==> src/design/modular_exponentiation_top_assert.svh <==
// Assertion macros for the modular exponentiation core.
`ifndef MODULAR_EXPONENTIATION_TOP_ASSERT_SVH
`define MODULAR_EXPONENTIATION_TOP_ASSERT_SVH

`ifndef SYNTH

// Same-cycle implication, sampled on i_clk, off during reset.
`define MEXP_ASSERT_NOW(lbl, ante, cons) \
    lbl: assert property (@(posedge i_clk) disable iff (!i_rst_n) (ante) |-> (cons)) \
        else $error("assertion failed");

// Next-cycle implication, sampled on i_clk, off during reset.
`define MEXP_ASSERT_NEXT(lbl, ante, cons) \
    lbl: assert property (@(posedge i_clk) disable iff (!i_rst_n) (ante) |=> (cons)) \
        else $error("assertion failed");

`else

`define MEXP_ASSERT_NOW(lbl, ante, cons)
`define MEXP_ASSERT_NEXT(lbl, ante, cons)

`endif

`endif

==> src/design/mexp_pkg.sv <==
// Shared types and register indexes for the modular exponentiation core.
package mexp_pkg;

    // Configuration register indexes
    localparam logic CFG_MODULUS  = 1'b0;
    localparam logic CFG_EXPONENT = 1'b1;

    // Status of the multiply-reduce unit
    typedef struct packed {
        logic busy;
        logic done;
    } t_mm_stat;

endpackage

==> src/design/modular_exponentiation_top.sv <==
// Modular exponentiation core: result = message ** exponent mod modulus.
// An item is taken when i_start is high and o_busy is low; one result follows
// on o_result with a one-cycle o_valid strobe that cannot be held off. Work runs
// left-to-right square-and-multiply through one shared multiply-reduce unit that
// retires one multiplier bit per cycle. An item costs one reduction of the message,
// one squaring per exponent bit and one multiply per set exponent bit. A modulus
// below two gives 0, strobed in the cycle after the item is taken. Configuration
// writes land at once and must only be made while no item is in flight.
module modular_exponentiation_top
    import mexp_pkg::*;
#(
    parameter int WORD_BITS = 32
) (
    input  logic                 i_clk,
    input  logic                 i_rst_n,
    input  logic                 i_start,
    input  logic [WORD_BITS-1:0] i_message,
    output logic                 o_busy,
    output logic                 o_valid,
    output logic [WORD_BITS-1:0] o_result,
    input  logic                 i_cfg_we,
    input  logic                 i_cfg_addr,
    input  logic [WORD_BITS-1:0] i_cfg_data
);

    localparam int W     = WORD_BITS;
    localparam int CNT_W = $clog2(W);

    typedef enum logic [1:0] {
        ST_IDLE,
        ST_REDUCE,
        ST_SQUARE,
        ST_MULT
    } t_state;

    t_state           r_state;
    logic             r_mm_start;
    logic             r_valid;
    logic [W-1:0]     r_result;
    logic [W-1:0]     r_modulus;
    logic [W-1:0]     r_exponent;
    logic [W-1:0]     r_msg;
    logic [W-1:0]     r_base;
    logic [W-1:0]     r_acc;
    logic [W-1:0]     r_e;
    logic [CNT_W-1:0] r_cnt;

    t_mm_stat         mm_stat;
    logic [W-1:0]     mm_p;
    logic [W-1:0]     mm_a;
    logic [W-1:0]     mm_b;
    logic             accept;

    assign accept = i_start && (r_state == ST_IDLE);

    // Configuration registers
    always_ff @(posedge i_clk) begin
        if (!i_rst_n) begin
            r_modulus  <= W'(2);
            r_exponent <= W'(1);
        end else if (i_cfg_we) begin
            unique case (i_cfg_addr)
                CFG_MODULUS:  r_modulus  <= i_cfg_data;
                CFG_EXPONENT: r_exponent <= i_cfg_data;
                default:      ;
            endcase
        end
    end

    // Operand select for the shared unit
    always_comb begin
        unique case (r_state)
            ST_REDUCE: begin
                mm_a = W'(1);
                mm_b = r_msg;
            end
            ST_SQUARE: begin
                mm_a = r_acc;
                mm_b = r_acc;
            end
            ST_MULT: begin
                mm_a = r_acc;
                mm_b = r_base;
            end
            default: begin
                mm_a = r_acc;
                mm_b = r_acc;
            end
        endcase
    end

    mexp_mulmod #(
        .W (W)
    ) u_mulmod (
        .i_clk   (i_clk),
        .i_rst_n (i_rst_n),
        .i_start (r_mm_start),
        .i_a     (mm_a),
        .i_b     (mm_b),
        .i_m     (r_modulus),
        .o_stat  (mm_stat),
        .o_p     (mm_p)
    );

    // Sequencer: reduce base, then square and multiply over exponent bits
    always_ff @(posedge i_clk) begin
        if (!i_rst_n) begin
            r_state    <= ST_IDLE;
            r_mm_start <= 1'b0;
            r_valid    <= 1'b0;
            r_cnt      <= '0;
        end else begin
            r_mm_start <= 1'b0;
            r_valid    <= 1'b0;
            unique case (r_state)
                ST_IDLE: begin
                    if (accept) begin
                        if (r_modulus < W'(2)) begin
                            r_result <= '0;
                            r_valid  <= 1'b1;
                        end else begin
                            r_msg      <= i_message;
                            r_e        <= r_exponent;
                            r_cnt      <= CNT_W'(W - 1);
                            r_mm_start <= 1'b1;
                            r_state    <= ST_REDUCE;
                        end
                    end
                end
                ST_REDUCE: begin
                    if (mm_stat.done) begin
                        r_base     <= mm_p;
                        r_acc      <= W'(1);
                        r_mm_start <= 1'b1;
                        r_state    <= ST_SQUARE;
                    end
                end
                ST_SQUARE, ST_MULT: begin
                    if (mm_stat.done) begin
                        r_acc <= mm_p;
                        if (r_state == ST_SQUARE && r_e[W-1]) begin
                            r_mm_start <= 1'b1;
                            r_state    <= ST_MULT;
                        end else if (r_cnt == '0) begin
                            r_result <= mm_p;
                            r_valid  <= 1'b1;
                            r_state  <= ST_IDLE;
                        end else begin
                            r_cnt      <= r_cnt - 1'b1;
                            r_e        <= {r_e[W-2:0], 1'b0};
                            r_mm_start <= 1'b1;
                            r_state    <= ST_SQUARE;
                        end
                    end
                end
                default: r_state <= ST_IDLE;
            endcase
        end
    end

    assign o_busy   = (r_state != ST_IDLE);
    assign o_valid  = r_valid;
    assign o_result = r_result;

    // Checks
    `include "modular_exponentiation_top_assert.svh"

    `MEXP_ASSERT_NEXT(a_accept_then_work, accept, o_busy || o_valid)
    `MEXP_ASSERT_NOW(a_strobe_when_idle, o_valid, !o_busy)
    `MEXP_ASSERT_NOW(a_unit_done_in_job, mm_stat.done, r_state != ST_IDLE)
    `MEXP_ASSERT_NOW(a_unit_busy_in_job, mm_stat.busy, r_state != ST_IDLE)

endmodule

==> src/design/mexp_mulmod.sv <==
// Iterative modular multiplier: one multiplier bit per cycle, MSB first.
module mexp_mulmod
    import mexp_pkg::*;
#(
    parameter int W = 32
) (
    input  logic         i_clk,
    input  logic         i_rst_n,
    input  logic         i_start,
    input  logic [W-1:0] i_a,
    input  logic [W-1:0] i_b,
    input  logic [W-1:0] i_m,
    output t_mm_stat     o_stat,
    output logic [W-1:0] o_p
);

    localparam int CNT_W = $clog2(W);

    logic             r_run;
    logic             r_done;
    logic [CNT_W-1:0] r_cnt;
    logic [W-1:0]     r_acc;
    logic [W-1:0]     r_a;
    logic [W-1:0]     r_b;
    logic [W-1:0]     r_m;

    logic [W+1:0]     t_sum;
    logic [W+1:0]     t_m1;
    logic [W+1:0]     t_m2;
    logic [W+1:0]     t_red;

    // 2*acc + bit*a stays below 3m: subtract m or 2m as needed
    always_comb begin
        t_sum = {1'b0, r_acc, 1'b0} + {2'b00, (r_b[W-1] ? r_a : {W{1'b0}})};
        t_m1  = {2'b00, r_m};
        t_m2  = {1'b0, r_m, 1'b0};
        if (t_sum >= t_m2) begin
            t_red = t_sum - t_m2;
        end else if (t_sum >= t_m1) begin
            t_red = t_sum - t_m1;
        end else begin
            t_red = t_sum;
        end
    end

    // Control
    always_ff @(posedge i_clk) begin
        if (!i_rst_n) begin
            r_run  <= 1'b0;
            r_done <= 1'b0;
            r_cnt  <= '0;
        end else begin
            r_done <= 1'b0;
            if (i_start) begin
                r_run <= 1'b1;
                r_cnt <= CNT_W'(W - 1);
            end else if (r_run) begin
                if (r_cnt == '0) begin
                    r_run  <= 1'b0;
                    r_done <= 1'b1;
                end else begin
                    r_cnt <= r_cnt - 1'b1;
                end
            end
        end
    end

    // Datapath
    always_ff @(posedge i_clk) begin
        if (i_start) begin
            r_acc <= '0;
            r_a   <= i_a;
            r_b   <= i_b;
            r_m   <= i_m;
        end else if (r_run) begin
            r_acc <= t_red[W-1:0];
            r_b   <= {r_b[W-2:0], 1'b0};
        end
    end

    assign o_stat.busy = r_run;
    assign o_stat.done = r_done;
    assign o_p         = r_acc;

endmodule
==> config.mk <==
export PLATFORM = sky130hd
export DESIGN_NAME = modular_exponentiation_top
export DESIGN_NICKNAME = d
export VERILOG_FILES = /design/src/design/mexp_pkg.sv /design/src/design/modular_exponentiation_top.sv /design/src/design/mexp_mulmod.sv
export VERILOG_INCLUDE_DIRS = /design/src /design/src/design
export SDC_FILE = /design/constraint.sdc
export NUM_CORES = 1
export LEC_CHECK = 0
export BUFFER_PORTS_ARGS = -buffer_cell sky130_fd_sc_hd__buf_2
export CAP_MARGIN = 20
export CELL_PAD_IN_SITES_DETAIL_PLACEMENT = 0
export CELL_PAD_IN_SITES_GLOBAL_PLACEMENT = 1
export CORE_UTILIZATION = 45
export CTS_CLUSTER_SIZE = 20
export DETAILED_ROUTE_END_ITERATION = 8
export MAX_ROUTING_LAYER = met4
export PLACE_DENSITY = 0.85
export SLEW_MARGIN = 20
export SYNTH_ARGS = -nofsm -noshare
export SYNTH_HDL_FRONTEND = slang
export SYNTH_SLANG_ARGS = --single-unit
==> constraint.sdc <==
create_clock -name i_clk -period 4.6 [get_ports i_clk]
set_input_delay 0.23 -clock i_clk [delete_from_list [all_inputs] [get_ports i_clk]]
set_output_delay 0.23 -clock i_clk [all_outputs]
set_load 0.02 [all_outputs]
; ---- Yosys cells after proc, flatten, opt, wreduce, memory -nomap -nowiden
; Cells that the tools add are included.
[op_classes]
addsub = 5
magnitude_cmp = 3
n_eq_ne = 12
muxes = 54
bitwise_logic = 4
reduce_logical = 21
[op_table]
columns = op, count
row1 = two-way mux 32 bit, 17
row2 = case mux 32 bit (2 select lines), 4
row3 = subtractor 32 bit, 2
row4 = two-way mux 5 bit, 8
row5 = adder 33 x 32 -> 34 bit, 1
row6 = greater-or-equal comparator 34 x 32 -> 1 bit, 1
row7 = greater-or-equal comparator 34 x 33 -> 1 bit, 1
row8 = "< comparator 32 x 2 -> 1 bit, second input constant", 1
row9 = two-way mux 1 bit, 15
row10 = AND reduction 7 bit, 2
row11 = two-way mux 2 bit, 6
row12 = "inequality test 2 bit, second input constant", 6
row13 = AND reduction 4 bit, 3
row14 = zero test 5 bit, 2
row15 = case mux 5 bit (2 select lines), 1
row16 = "subtractor 5 x 1 -> 5 bit, second input constant", 2
row17 = nonzero test 2 bit, 4
row18 = "inequality test 2 x 1 -> 1 bit, second input constant", 3
row19 = case mux 2 bit (3 select lines), 1
row20 = AND reduction 2 bit, 3
row21 = AND reduction 6 bit, 1
row22 = "== test 2 bit, second input constant", 2
row23 = inverter 1 bit, 4
row24 = case mux 1 bit (3 select lines), 1
row25 = 7 further kinds, 8
[totals]
ff_bits = 368
in_bits = 69
output_inout_bits = 34
elab_cells = 117

; ---- Longest topological paths before layout
[logic_depth]
depth_word = 5
mapped_depth = 27
ltp_nobuf = 23

; ---- Modules after synthesis
; Synthesis repeated with hierarchy kept, for this count alone.
[hier_totals]
hier_cells = 1922
area_unflattened_um2 = 20213.1
[by_module_without_submodules]
columns = module, n_inst, cells_per_inst, area_each_um2, seq_area_each_um2
row1 = mexp_mulmod, 1, 1196, 11001.8, 3663.5
row2 = modular_exponentiation_top, 1, 726, 9211.3, 6266.0

; ---- Worst setup path after synthesis
; Ideal clock, no wire load.
[synth_timing]
path_type = register -> register
startpoint = register u_mulmod.r_b[31]
endpoint = register u_mulmod.r_acc[11], in the netlist u_mulmod.o_p[11]
setup_time_ns = 0.128
t_arrival_ns = 4.934
t_required_ns = 4.472
slack_ns = -0.462
stages_incl_launch_ff = 25
path_buffers = 3
synth_period_minus_slack_ns = 5.062
cell_sequence = edfxtp_1 -> clkbuf_1 -> and2_1 -> ha_1 -> a21o_1 -> a21o_1 -> a221oi_1 -> nand3_1 -> o21bai_2 -> nand2_1 -> or4_1 -> nand3_1 -> ha_1 -> a21o_1 -> a21oi_1 -> nor2b_1 -> o31a_1 -> nor3_1 -> o311ai_1 -> or3_4 -> buf_6 -> buf_6 -> mux2_4 -> a222oi_1 -> nor2_1
[synth_between]
elab_chain_cells = 5
elab_cells_between_ends = 8
cone_classes = add/sub: 3 / order compare: 2 / mux: 3
[synth_lines]
columns = element, line
row1 = from (decl), mexp_mulmod.sv:24  ; logic [W-1:0] r_b;
row2 = from (signal assigned), mexp_mulmod.sv:73  ; r_b <= i_b;
row3 = from (signal assigned), mexp_mulmod.sv:77  ; r_b <= {r_b[W-2:0], 1'b0};
row4 = two-way mux 32 bit *, mexp_mulmod.sv:34  ; t_sum = {1'b0, r_acc, 1'b0} + {2'b00, (r_b[W-1] ? r_a : {W{1'b0}})};
row5 = adder 33 x 32 -> 34 bit *, mexp_mulmod.sv:34
row6 = subtractor 32 bit or greater-or-equal comparator 34 x 32 -> 1 bit (tied branches), "mexp_mulmod.sv:40, mexp_mulmod.sv:39"
row7 = two-way mux 32 bit, mexp_mulmod.sv:39  ; end else if (t_sum >= t_m1) begin
row8 = two-way mux 32 bit *, mexp_mulmod.sv:37  ; if (t_sum >= t_m2) begin
row9 = to (signal assigned), mexp_mulmod.sv:76  ; r_acc <= t_red[W-1:0];
row10 = to (decl), mexp_mulmod.sv:22  ; logic [W-1:0] r_acc;
; Mark *: on every way between the ends. The rest lies on a longest branch, timed or not.
; A chain may end at the register's enable or synchronous reset.

; ---- Worst setup path in the final report
[layout_timing]
startpoint = register u_mulmod.r_b[31]
endpoint = register u_mulmod.r_acc[1], in the netlist u_mulmod.o_p[1]
; Same word-level chain as after synthesis.

==> impl_metrics.csv <==
group,metric,value,unit
status,outcome,"finished, violations left",
status,violations,"negative setup slack",
drt,wire_per_inst,19.2,µm
drt,drc,0,
global_routing,grt_overflow,0,
layout,layout.cells.non_filler,2889,
global_routing,grt_pass1_wl,86700,µm
drt,routed_wl,55400,µm
yosys,syn_inst,1834,
layout,n_antenna_cell,0,
timing,whs,0.0919,ns
yosys,synth_nets,2004,
yosys,synth_area,19400,µm²
clocking,clk_pin_slew,0.06,ns
yosys,ys_seq_area_frac,0.512,
setup_path,cp_max_fo,7,
timing,min_period_over_period,1.13,
run,drv_cap,0,
drt,drtIter0Drc,1100,
setup_path,crit_required,5.06,ns
floorplanning,die_h,210,µm
worst_hold_path,min_from,"i_rst_n",
drt,ant_nets,0,
placement,dp_slack,-0.756,ns
setup_path,start_kind,"register",
floorplanning,die_w,210,µm
layout,drive_gt1_frac,0.325,
layout,fill_cells,3416,
layout,final_common_cell,"buf_4",
global_routing,grt_pass1_vias,15749,
placement,buffer_ports.inserted,102,
clocking,max-clock-path-buffers,3,
yosys,synthFlopType,"edfxtp_1",
timing,max_freq,192,MHz
clocking,clk_latency,0.58,ns
layout,fin_area,26000,µm²
placement,gp_congestion,0.918,
floorplanning,start_util,0.459,
timing,fin_ws,-0.620,ns
setup_path,r2r_start,"u_mulmod.r_b[31]",
yosys,ys_async_sr_fraction,0,
clocking,cts_root_buf,"clkbuf_16",
power,powerDensity,673,nW/µm²
yosys,synth_cell_types,86,
yosys,synth_edf_count,256,
setup_path,cp.arrival,5.68,ns
layout,nets,2489,
setup_path,startpoint,"u_mulmod.r_b[31]",
timing,fin_skew,0.0297,ns
timing,tightest_slew,1.10,ns
layout,most-common-layout-cells,"buf_4 (342), edfxtp_1 (256), nand2_1 (191)",
clocking,clock_sinks,368,
yosys,ys_warn_count,0,
drt,drt-vias-per-instance,5.44,
global_routing,track_usage,0.262,
drt,num_vias,15723,
timing,rsz0062_at_grt,"true",
timing,final-setup-viol-count,32,
layout,utilization,0.615,
setup_path,r2r_slack,-0.62,ns
floorplanning,std_cell_rows,75,
yosys,syn_avg_cell_area,10.6,µm²
global_routing,antenna_found_initial,0,
placement,dpl_cell_area,23000,µm²
placement,dp.cells,2717,
floorplanning,dieArea,43900,µm²
floorplanning,io_pins,103,
timing,fin_crit,5.22,ns
timing,drv_slew,0,
floorplanning,core,42200,µm²
global_routing,grt_max_degree,79,
timing,hold_viol_final,0,
layout,syn2layout_area_growth,34.0,%
setup_path,worstSetupEndpointType,"register",
yosys,synth-seq-cells,368,
power,vdd_drop_max,357,µV
clocking,cts.htree.levels,2,
setup_path,crit_type,"reg2reg",
worst_hold_path,hp-class,"in2reg",
clocking,tritoncts,"done",
timing,maxSlewHeadroom,0.269,
clocking,numCtsBuffers,39,
placement,hpwl,39200,µm
drt,drt_first_pass_iters,6,
power,leakagePower,10.5,nW
==> report_power, final <==
group	leakage (nW)	total, mW	switching, mW	internal, mW
sequential	3.35	4.08	0.214	3.87
combinational	6.59	10.3	5.15	5.13
clock	0.614	3.13	1.37	1.76
total	10.5	17.5	6.73	10.8
==> layer usage <==
metal / part of all wire / track usage / up-vias
met5: 0 / - / -
met4: 0.023 / 0.0722 / 0
met3: 0.044 / 0.0338 / 83
met2: 0.46 / 0.408 / 449
met1: 0.48 / 0.359 / 7545
li1: - / - / 7646
==> what timing repair did <==
| item | 4_1_cts | 5_1_grt |
|---|---|---|
| hold endpoints to repair | 96 | 0 |
| hold buffers | 66 | 0 |
| endpoints found under the setup margin | 32 | 32 |
| resized for setup | 113 | 27 |
| cloned | 4 | 0 |
| pin swaps | 51 | 18 |
| buffers inserted | 27 | 5 |
==> flip-flops by register name, indices dropped and copies added (netlist names) <==
signal and count:
u_mulmod.r_a 32, r_cnt 5, r_modulus 32, r_acc 32, r_msg 32, u_mulmod.r_m 32
u_mulmod.r_b 32, r_base 32, o_result 32, u_mulmod.r_run 1, r_state 2, r_exponent 32
u_mulmod.r_done 1, u_mulmod.r_cnt 5, r_mm_start 1, u_mulmod.o_p 32, o_valid 1, r_e 32
==> Yosys cell counts, types with 7 or more instances <==
cell	count	area (µm²)
a211oi_1	13	97.6
a21o_1	45	338
a21oi_1	207	1040
a311oi_1	7	61.3
and2_1	101	632
and3_1	10	62.6
buf_1	11	41.3
clkbuf_1	64	240
dfxtp_1	112	2240
edfxtp_1	256	7690
ha_1	98	1230
inv_1	65	244
mux2_2	70	788
mux2i_1	43	430
nand2_1	200	751
nand2b_1	18	113
nand3_1	29	145
nand4_1	15	93.8
nor2_1	114	428
nor2b_1	10	62.6
nor3_1	30	150
nor4_1	11	68.8
o211ai_1	20	150
o21a_1	13	97.6
o21ai_0	47	235
o21bai_1	16	120
xnor2_1	52	455
xor2_1	34	298
==> kinds of logic (layout without fill, tap and decap cells) <==
kind of cell,count (synthesis),in the layout,synth area share
adder cells (fa/ha/maj),101,101,0.0663
XOR/XNOR,86,86,0.0388
AO/OA/AOI/OAI,448,448,0.147
buffers and inverters,151,667,0.0315
flip-flops,368,368,0.512
multiplexers,115,115,0.0642
AND/OR/NAND/NOR,565,565,0.140
==> stage by stage <==
step	power (mW)	TNS (ns)
6_report	17.5	-16.18
5_1_grt	18.4	-21.79
4_1_cts	17.1	-12.58
3_5_place_dp	13.1	-19.95
3_3_place_gp	13.0	-16.24
2_1_floorplan	9.21	-1.27
==> critical path, cell delays in order, from the launching register on <==
cell and delay (ns):
edfxtp_1 0.48, buf_6 0.18, buf_16 0.13, and2_4 0.14
ha_4 0.24, a21oi_4 0.17, a21oi_2 0.07, or3_4 0.42
buf_4 0.15, o2111ai_2 0.33, a21oi_1 0.13, xor2_1 0.16
buf_4 0.16, ha_1 0.34, a21oi_2 0.14, nor2b_1 0.06
o31a_1 0.25, nor3_2 0.23, o311ai_2 0.15, or3_4 0.49
buf_6 0.15, mux2_4 0.28, o211ai_1 0.17, o31ai_1 0.09
==> path summary, 6_finish.rpt <==
| check | to | cells after the start |
|---|---|---|
| worst max-delay path | u_mulmod.o_p[1] | 23 |
| worst min-delay path | u_mulmod.r_done | 2 |
| worst max register to register | u_mulmod.o_p[1] | 23 |
| worst min register to register | u_mulmod.r_m[21] | 0 |
==> area by class of cell <==
| class | instances | area (µm²) | area share |
|---|---|---|---|
| clock buffer | 50 | 1050 | 0.0403 |
| clock inverter | 22 | 218 | 0.00838 |
| inverter | 66 | 248 | 0.00953 |
| multi-input combinational | 1315 | 9800 | 0.377 |
| sequential | 368 | 9940 | 0.382 |
| tap | 539 | 674 | 0.0260 |
| timing repair buffer | 529 | 4060 | 0.156 |
Power figures use the tool's default switching activity.
